File: config.mk
export PLATFORM = sky130hd
export DESIGN_NAME = sequence_gap_dup_reorder_monitor_core
export DESIGN_NICKNAME = d
export VERILOG_FILES = /design/src/sv/sgdrm_pkg.sv /design/src/sv/sequence_gap_dup_reorder_monitor_core.sv
export VERILOG_INCLUDE_DIRS = /design/src /design/src/sv
export SDC_FILE = /design/constraint.sdc
export NUM_CORES = 2
export LEC_CHECK = 0
export ABC_AREA = 0
export ABC_CLOCK_PERIOD_IN_PS = 21100
export BUFFER_PORTS_ARGS = -buffer_cell sky130_fd_sc_hd__clkbuf_2
export CORE_MARGIN = 8
export CORE_UTILIZATION = 35
export CTS_CLUSTER_DIAMETER = 40
export CTS_CLUSTER_SIZE = 30
export DETAILED_ROUTE_END_ITERATION = 10
export PLACE_DENSITY = 0.5
export SETUP_SLACK_MARGIN = 0.15
export SLEW_MARGIN = 25
export SYNTH_ARGS = -nofsm -noshare
export SYNTH_HDL_FRONTEND = slang
export SYNTH_SLANG_ARGS = --single-unit
File: constraint.sdc
create_clock -name clk_i -period 21.1 [get_ports clk_i]
set_input_delay 0 -clock clk_i [delete_from_list [all_inputs] [get_ports clk_i]]
set_output_delay 0 -clock clk_i [all_outputs]
set_load 0.03 [all_outputs]
File: src/sv/sequence_gap_dup_reorder_monitor_core_assert.svh
// ---------------------------------------------------------------------------
// sequence gap / duplicate / reorder monitor assertion macros
// implication checks on the core clock, disabled during reset
// ---------------------------------------------------------------------------
`ifndef SEQUENCE_GAP_DUP_REORDER_MONITOR_CORE_ASSERT_SVH
`define SEQUENCE_GAP_DUP_REORDER_MONITOR_CORE_ASSERT_SVH

`ifndef SYNTH

// same-cycle implication
`define SGDRM_ASSERT_IMP(lbl, ante, cons, msg) \
  lbl: assert property (@(posedge clk_i) disable iff (!rst_ni) (ante) |-> (cons)) \
    else $error(msg);

// next-cycle implication
`define SGDRM_ASSERT_NXT(lbl, ante, cons, msg) \
  lbl: assert property (@(posedge clk_i) disable iff (!rst_ni) (ante) |=> (cons)) \
    else $error(msg);

`else

`define SGDRM_ASSERT_IMP(lbl, ante, cons, msg)
`define SGDRM_ASSERT_NXT(lbl, ante, cons, msg)

`endif

`endif

File: src/sv/sgdrm_pkg.sv
// ---------------------------------------------------------------------------
// sgdrm_pkg
// types, codes and helpers of the sequence gap / duplicate / reorder monitor
// ---------------------------------------------------------------------------
package sgdrm_pkg;

  // item function codes
  typedef enum logic [1:0] {
    FUNC_OBSERVE = 2'd0,
    FUNC_REPORT  = 2'd1,
    FUNC_RESET   = 2'd2
  } func_e;

  // result classification
  typedef enum logic [2:0] {
    KIND_IGNORED    = 3'd0,
    KIND_FIRST      = 3'd1,
    KIND_IN_ORDER   = 3'd2,
    KIND_DUP        = 3'd3,
    KIND_GAP        = 3'd4,
    KIND_REORDER    = 3'd5,
    KIND_REPORT     = 3'd6,
    KIND_RESET_DONE = 3'd7
  } kind_e;

  // per-stream event counters
  typedef struct packed {
    logic [31:0] dup;
    logic [31:0] reo;
    logic [31:0] gap;
    logic [31:0] max_gap;
    logic [31:0] max_reo;
  } cnt_t;

  // saturating increment
  function automatic logic [31:0] sat_inc(input logic [31:0] v);
    return (&v) ? v : v + 32'd1;
  endfunction

  // clamp a 33-bit distance to 32 bits
  function automatic logic [31:0] sat_dist(input logic [32:0] d);
    return d[32] ? 32'hFFFF_FFFF : d[31:0];
  endfunction

endpackage

File: src/sv/sequence_gap_dup_reorder_monitor_core.sv
// ---------------------------------------------------------------------------
// sequence_gap_dup_reorder_monitor_core
// per-stream sequence index checker with saturating event counters
// ---------------------------------------------------------------------------
// Usage: the input channel (in_valid_i / in_ready_o) carries one item of
// func_i, stream_i and index_i. func observe classifies index_i against the
// stream's expected index, report returns the counters and clears them,
// reset clears the whole stream. Every item yields exactly one result on the
// output channel (out_valid_o / out_ready_i).
// Path: an accepted item moves through the read stage and then into the
// result register, where the result is valid and waits to be taken.
// Throughput: one item per cycle while out_ready_i is high. State sits in
// two registered-read memories; an item reads its entry when accepted and
// writes it back on entering the result register; a write-back forward
// register covers an item that reads the entry written in the same cycle.
// Reset: all streams return to "nothing expected" with zero counters at
// once, through one valid bit per entry; no clearing pass is needed.
// Stall: when out_ready_i is low the result register holds, the item in
// the read stage waits, and in_ready_o is high only while that stage is
// free or moving on, so at most two items are held inside.
// ---------------------------------------------------------------------------
module sequence_gap_dup_reorder_monitor_core #(
  parameter int STREAMS    = 2,
  parameter int INDEX_BITS = 32
) (
  input  logic        clk_i,
  input  logic        rst_ni,
  input  logic        in_valid_i,
  output logic        in_ready_o,
  input  logic [1:0]  func_i,
  input  logic        stream_i,
  input  logic [31:0] index_i,
  output logic        out_valid_o,
  input  logic        out_ready_i,
  output logic [2:0]  kind_o,
  output logic [31:0] distance_o,
  output logic [31:0] dup_total_o,
  output logic [31:0] reorder_total_o,
  output logic [31:0] gap_total_o,
  output logic [31:0] largest_gap_o,
  output logic [31:0] largest_reorder_o,
  output logic        any_events_o
);

  localparam int IW = (INDEX_BITS < 32) ? INDEX_BITS : 32;
  localparam int EW = IW + 1;
  localparam int SW = (STREAMS > 1) ? $clog2(STREAMS) : 1;
  localparam logic [31:0] IDX_MASK = 32'((64'd1 << IW) - 64'd1);

  // state memories
  logic [EW-1:0]       exp_mem [STREAMS];
  sgdrm_pkg::cnt_t     cnt_mem [STREAMS];
  logic [STREAMS-1:0]  vld_q;

  // read stage
  logic                s1_valid_q;
  logic [1:0]          s1_func_q;
  logic                s1_oor_q;
  logic [31:0]         s1_idx_q;
  logic [SW-1:0]       s1_addr_q;
  logic [EW-1:0]       exp_rd_q;
  sgdrm_pkg::cnt_t     cnt_rd_q;
  logic                rvld_q;
  logic                fwd_q;
  logic [EW-1:0]       wb_e_q;
  sgdrm_pkg::cnt_t     wb_c_q;

  // result register
  logic                out_valid_q;
  sgdrm_pkg::kind_e    kind_q;
  logic [31:0]         dist_q;
  sgdrm_pkg::cnt_t     show_q;
  logic                any_q;

  logic                acc;
  logic                s1_adv;
  logic                wr_en;
  logic [SW-1:0]       in_addr;
  logic                in_oor;

  logic [EW-1:0]       cur_e;
  sgdrm_pkg::cnt_t     cur_c;
  logic [EW-1:0]       new_e;
  sgdrm_pkg::cnt_t     new_c;
  sgdrm_pkg::cnt_t     show_d;
  sgdrm_pkg::kind_e    kind_d;
  logic [31:0]         dist_d;
  logic [32:0]         idx33;
  logic [32:0]         e33;
  logic [32:0]         inc33;
  logic [31:0]         gap_d;
  logic [31:0]         reo_d;

  // handshake
  assign s1_adv     = s1_valid_q && (!out_valid_q || out_ready_i);
  assign in_ready_o = !s1_valid_q || s1_adv;
  assign acc        = in_valid_i && in_ready_o;
  assign wr_en      = s1_adv && !s1_oor_q;
  assign in_addr    = SW'(stream_i);
  assign in_oor     = 32'(stream_i) >= 32'(STREAMS);

  // memory write-back and registered read
  always_ff @(posedge clk_i) begin
    if (wr_en) begin
      exp_mem[s1_addr_q] <= new_e;
      cnt_mem[s1_addr_q] <= new_c;
    end
    if (acc) begin
      exp_rd_q <= exp_mem[in_addr];
      cnt_rd_q <= cnt_mem[in_addr];
    end
  end

  // read stage control, entry valid bits and forward flag
  always_ff @(posedge clk_i or negedge rst_ni) begin
    if (!rst_ni) begin
      s1_valid_q <= 1'b0;
      vld_q      <= '0;
      rvld_q     <= 1'b0;
      fwd_q      <= 1'b0;
    end else begin
      if (acc) begin
        s1_valid_q <= 1'b1;
        rvld_q     <= in_oor ? 1'b0 : vld_q[in_addr];
        fwd_q      <= wr_en && !in_oor && (s1_addr_q == in_addr);
      end else if (s1_adv) begin
        s1_valid_q <= 1'b0;
        fwd_q      <= 1'b0;
      end
      if (wr_en) begin
        vld_q[s1_addr_q] <= 1'b1;
      end
    end
  end

  // read stage payload and write-back copy
  always_ff @(posedge clk_i) begin
    if (acc) begin
      s1_func_q <= func_i;
      s1_oor_q  <= in_oor;
      s1_idx_q  <= index_i & IDX_MASK;
      s1_addr_q <= in_addr;
    end
    if (wr_en) begin
      wb_e_q <= new_e;
      wb_c_q <= new_c;
    end
  end

  // classify and update
  always_comb begin
    cur_e  = fwd_q ? wb_e_q : (rvld_q ? exp_rd_q : '0);
    cur_c  = fwd_q ? wb_c_q : (rvld_q ? cnt_rd_q : '0);
    idx33  = {1'b0, s1_idx_q};
    e33    = 33'(cur_e);
    inc33  = idx33 + 33'd1;
    gap_d  = sgdrm_pkg::sat_dist(idx33 - e33);
    reo_d  = sgdrm_pkg::sat_dist(e33 - 33'd1 - idx33);
    new_e  = cur_e;
    new_c  = cur_c;
    kind_d = sgdrm_pkg::KIND_IGNORED;
    dist_d = '0;
    unique case (s1_func_q)
      sgdrm_pkg::FUNC_REPORT: begin
        kind_d = sgdrm_pkg::KIND_REPORT;
        new_c  = '0;
      end
      sgdrm_pkg::FUNC_RESET: begin
        kind_d = sgdrm_pkg::KIND_RESET_DONE;
        new_e  = '0;
        new_c  = '0;
      end
      sgdrm_pkg::FUNC_OBSERVE: begin
        if (s1_idx_q != '0) begin
          priority if (e33 == '0) begin
            kind_d = sgdrm_pkg::KIND_FIRST;
            new_e  = EW'(inc33);
          end else if (idx33 == e33) begin
            kind_d = sgdrm_pkg::KIND_IN_ORDER;
            new_e  = EW'(inc33);
          end else if (inc33 == e33) begin
            kind_d    = sgdrm_pkg::KIND_DUP;
            new_c.dup = sgdrm_pkg::sat_inc(cur_c.dup);
          end else if (idx33 > e33) begin
            kind_d    = sgdrm_pkg::KIND_GAP;
            dist_d    = gap_d;
            new_c.gap = sgdrm_pkg::sat_inc(cur_c.gap);
            if (gap_d > cur_c.max_gap) begin
              new_c.max_gap = gap_d;
            end
            new_e = EW'(inc33);
          end else begin
            kind_d    = sgdrm_pkg::KIND_REORDER;
            dist_d    = reo_d;
            new_c.reo = sgdrm_pkg::sat_inc(cur_c.reo);
            if (reo_d > cur_c.max_reo) begin
              new_c.max_reo = reo_d;
            end
          end
        end
      end
      default: ;
    endcase
    // a report shows the counters from before the clear
    show_d = (s1_func_q == sgdrm_pkg::FUNC_REPORT) ? cur_c : new_c;
    // stream beyond the configured count gives an all-zero ignored result
    if (s1_oor_q) begin
      kind_d = sgdrm_pkg::KIND_IGNORED;
      dist_d = '0;
      show_d = '0;
    end
  end

  // result valid
  always_ff @(posedge clk_i or negedge rst_ni) begin
    if (!rst_ni) begin
      out_valid_q <= 1'b0;
    end else if (s1_adv) begin
      out_valid_q <= 1'b1;
    end else if (out_ready_i) begin
      out_valid_q <= 1'b0;
    end
  end

  // result payload
  always_ff @(posedge clk_i) begin
    if (s1_adv) begin
      kind_q <= kind_d;
      dist_q <= dist_d;
      show_q <= show_d;
      any_q  <= (show_d.dup != '0) || (show_d.reo != '0) || (show_d.gap != '0);
    end
  end

  assign out_valid_o       = out_valid_q;
  assign kind_o            = kind_q;
  assign distance_o        = dist_q;
  assign dup_total_o       = show_q.dup;
  assign reorder_total_o   = show_q.reo;
  assign gap_total_o       = show_q.gap;
  assign largest_gap_o     = show_q.max_gap;
  assign largest_reorder_o = show_q.max_reo;
  assign any_events_o      = any_q;

  // checks
`include "sequence_gap_dup_reorder_monitor_core_assert.svh"

  `SGDRM_ASSERT_IMP(a_fwd_needs_item, fwd_q, s1_valid_q, "forward flag without item in read stage")
  `SGDRM_ASSERT_IMP(a_dist_kind, out_valid_o && (distance_o != '0), (kind_q == sgdrm_pkg::KIND_GAP) || (kind_q == sgdrm_pkg::KIND_REORDER), "distance on non gap or reorder result")
  `SGDRM_ASSERT_IMP(a_reset_zero, out_valid_o && (kind_q == sgdrm_pkg::KIND_RESET_DONE), !any_events_o && (largest_gap_o == '0) && (largest_reorder_o == '0), "stream reset left counters")
  `SGDRM_ASSERT_NXT(a_stall_hold, out_valid_o && !out_ready_i, out_valid_o && $stable(show_q), "stalled result changed")

endmodule
==> metrics.md <==
| Metric | Value |
|---|---|
| CP max stage delay | ~0.86 ns |
| Cells after Synth | about 4100 |
| Detail Route Antenna Nets | 0 |
| Num CTS Buffers | 158 |
| DRC Markers | 0 |
| WL/cell | 26.20 um |
| Hold Vio Cnt, Final | 0 |
| # Max-Cap Violations | 0 |
| Chip Height | about 400 um |
| Clock H-tree levels | 4 |
| Met1 Use GR | 0.2978 |
| Reg area | 30280 um2 |
| Status | complete, no violations |
| DRT iter0 DRCs | 3398 |
| GR peak layer | met2 |
| Register area share after synthesis | 0.5994 |
| CTS tree | done |
| Initial antenna violation count | 5 |
| Crit end category | flip-flop |
| DIE AREA | 156700 um2 |
| Place WS | between 10 and 15 ns |
| Worst setup SP type | flip-flop |
| Synthesized area per cell | 12.38 um2 |
| First-pass GRT wire length | 245800 um |
| Actual slew at the worst max-slew pin | between 1 and 1.5 ns |
| Synth-to-Final Area Change | 19.35% |
| Synth unique cells | 100 |
| Vias in the first global route | 35560 |
| Fmax | 0.1024 GHz |
| WL final | 168200 um |
| Gr usage total | 0.2068 |
| Fillers | 13420 |
| Die Wd | 395.9 um |
| Pins Over Slew Limit | 0 |
| RSZ-0062 raised after global routing | false |
| Ys async rst share | 0.005946 |
| Sink Count | 1009 |
| Worst hold slack | around 0.13 ns |
| Largest net degree at the start of global routing | 149 |
| GPL Wtd Cong | 0.9503 |
| Crit path max-delay family | compound AO/OA/AOI/OAI gates |
| Endpoints failing setup | 0 |
| Rows | 139 |
| WS Path Type | flip-flop to flip-flop |
| CP required | 21.56 ns |
| VDD IR max | 0.07298 mV |
| Syn. warnings | 0 |
| Met3 Use GR | 0.04013 |
| Root Driver | clkbuf_16 |
| FF+latch count, synth | between 1000 and 1500 |
| Mapped Area | around 51000 um2 |
| Critical path buffers and inverters | 5 |
| Main synth FF type | edfxtp_1 |
| Met2 usage | 0.3151 |
| Hold WC Path Type | input pin to flip-flop |
| Via count | between 30000 and 40000 |
| Final #Nets | 4546 |
| Leak Pwr | 21.49 nW |
| DP HPWL | roughly 110000 um |
| Max-slew headroom | 0.2420 |
| Final Worst Setup Slack | around 11 ns |
| Worst skew pair latency | 0.81 ns |
| Layout cells sized above 1 | 0.1935 |
| Port bufs | 236 |
| I/O pin total | 237 |
| Drt via density | 5.704 |
| CTS resizes | 0 |
| Initial Utilization | 0.3520 |
| Power Density | between 100 and 150 nW/um2 |
| Slowest-stage cell, CP | nor3_2 |
| CTS Buffer Depth | 3 |
| Setup TNS | 0 ns |
| Post-synth EDFFs | 1003 |
| Gr ovfl total | 0 |
| Minimum clock period | 9.769 ns |
| CP arrival | 10.23 ns |
| Final worst-path cycle share | 0.4630 |
| Drt pass-1 iters | 6 |
| Area of the multi-input gates | 18790 um2 |
| CP max FO | a little over 50 |
| Core Region | between 100000 and 150000 um2 |
| Syn Nets | approximately 4200 |
| Worst Skew | 0.06704 ns |
| Reg clk slew, reported paths | 0.05 ns |
[power breakdown]
group | switching, W | total (W) | internal [W]
Sequential | 0.0000922 | 0.00261 | 0.00251
Combinational | 0.00117 | 0.00167 | 0.000504
Clock | 0.00106 | 0.00277 | 0.00170
[worst paths after layout]
kind | end | slack, ns | cells past startpoint | start
max reg2reg | cnt_mem[0][17]$_DFFE_PP_ | 11.33 | 32 | rvld_q$_DFFE_PN0P_
min reg2reg | vld_q[1]$_DFFE_PN0P_ | 0.47 | 1 | vld_q[1]$_DFFE_PN0P_
max in group asynchronous | rvld_q$_DFFE_PN0P_ | 20.58 | 3 | rst_ni
min in group asynchronous | out_valid_o$_DFFE_PN0P_ | 0.20 | 3 | rst_ni
max | cnt_mem[0][17]$_DFFE_PP_ | 11.33 | 32 | rvld_q$_DFFE_PN0P_
min | out_valid_o$_DFFE_PN0P_ | 0.13 | 4 | out_ready_i
[synth_stat cells (17+ instances only)]
cell type,count,area (um2)
mux2i_1,19,190.2
edfxtp_1,1003,30120
nand3_1,150,750.7
o211ai_1,64,480.5
o311ai_0,35,306.5
a22oi_1,120,900.9
mux2_2,196,2207
xor2_1,38,332.8
xnor2_1,134,1174
inv_1,141,529.3
nor2_1,290,1089
nand4_1,60,375.4
nor2b_1,17,106.4
nor3_1,96,480.5
or3_1,92,575.6
and2_1,25,156.4
a21o_1,61,457.9
buf_2,60,300.3
or4_1,17,127.6
ha_1,127,1589
a21oi_1,132,660.6
and3_1,32,200.2
nand4b_1,20,175.2
a211oi_1,27,202.7
nor4_1,61,381.6
nand2b_1,57,356.6
o21bai_1,27,202.7
buf_1,21,78.83
a22o_1,44,385.4
or2_2,26,162.7
clkbuf_1,155,581.8
o22ai_1,63,394.1
nand3b_1,28,210.2
nand2_1,239,897.1
a31oi_1,32,200.2
o21ai_0,112,560.5
[per-layer routing]
layer	vias up	wire, um
met1	18390	76460
met5	-	0
met2	1495	74850
met3	247	12070
li1	16490	-
met4	0	4846
[metrics by stage]
stage          cell area, um2    util  total power, W  instances
6_report                60270  0.4201        0.007046       6420
5_1_grt                 60270  0.4200        0.007328       6419
4_1_cts                 60240  0.4199        0.007083       6418
3_5_place_dp            53750  0.3746        0.004286       6045
3_3_place_gp            53750  0.3746        0.004278       6045
2_1_floorplan           50500       -        0.003708       4078
[registers in the layout (all words and copies together), names as in the netlist, 32 cells and up]
name	count
gap_total_o	32
dup_total_o	32
exp_mem	66
largest_reorder_o	32
distance_o	32
largest_gap_o	32
exp_rd_q	33
cnt_mem	320
reorder_total_o	32
cnt_rd_q	160
s1_idx_q	32
wb_c_q	160
wb_e_q	33
[cells in the final DEF (no fill, tap or decap), types with 19 or more instances in the layout]
cell type / Yosys / layout
nand3b_1: 28 / 28
clkbuf_2: 0 / 235
o211ai_1: 64 / 64
o21ai_0: 112 / 112
nor4_1: 61 / 61
o21bai_1: 27 / 27
nand4b_1: 20 / 20
o22ai_1: 63 / 63
nand3_1: 150 / 150
a21oi_1: 132 / 130
xor2_1: 38 / 38
or2_2: 26 / 26
a211oi_1: 27 / 26
or3_1: 92 / 92
mux2_2: 196 / 196
nand2b_1: 57 / 57
nand2_1: 239 / 236
and2_1: 25 / 24
and3_1: 32 / 31
a22o_1: 44 / 44
edfxtp_1: 1003 / 1003
dlygate4sd3_1: 0 / 75
buf_4: 8 / 70
inv_6: 0 / 28
xnor2_1: 134 / 132
a22oi_1: 120 / 120
nand4_1: 60 / 60
clkbuf_16: 0 / 158
o311ai_0: 35 / 34
mux2i_1: 19 / 19
a31oi_1: 32 / 32
nor2_1: 290 / 286
a21o_1: 61 / 61
bufinv_16: 0 / 22
inv_1: 141 / 139
ha_1: 127 / 127
nor3_1: 96 / 94
[layout make-up]
cell class / count / area share
diodes: 1 / 0.00004152
clock buffers: 166 / 0.06610
clock inverters: 132 / 0.02910
inverters: 142 / 0.008968
multi-input cells: 2682 / 0.3118
flip-flops and latches: 1009 / 0.5023
well taps: 1903 / 0.03951
repair buffers: 385 / 0.04218
[cells by family (layout without fill, tap and decap cells)]
logic type                 after synthesis  in the layout  share of synthesized area
adders and majority gates              129            129                    0.03226
AOI/OAI and AO/OA                      880            880                     0.1231
xor gates and xnor gates               179            179                    0.03283
buffers and inverters                  387            825                    0.03099
muxes                                  215            215                    0.04747
and+or+nand+nor                       1279           1279                     0.1340
DFF                                   1009           1009                     0.5994
other                                    0              1                          0
[worst reg2reg max path, delay by kind of cell, from the launching register on]
kind / cells / cell delay, ns
AOI/OAI and AO/OA: 18 / 3.66
DFF: 1 / 0.70
and+or+nand+nor: 6 / 2.03
adders and majority gates: 2 / 0.69
xor gates and xnor gates: 1 / 0.15
buffers and inverters: 5 / 2.21
[timing repair]
action / 4_1_cts / 5_1_grt
hold buffers: 75 / 0
buffers inserted: 0 / 0
hold endpoints to repair: 85 / 0
No activity file was read; power rests on OpenSTA's default activity.
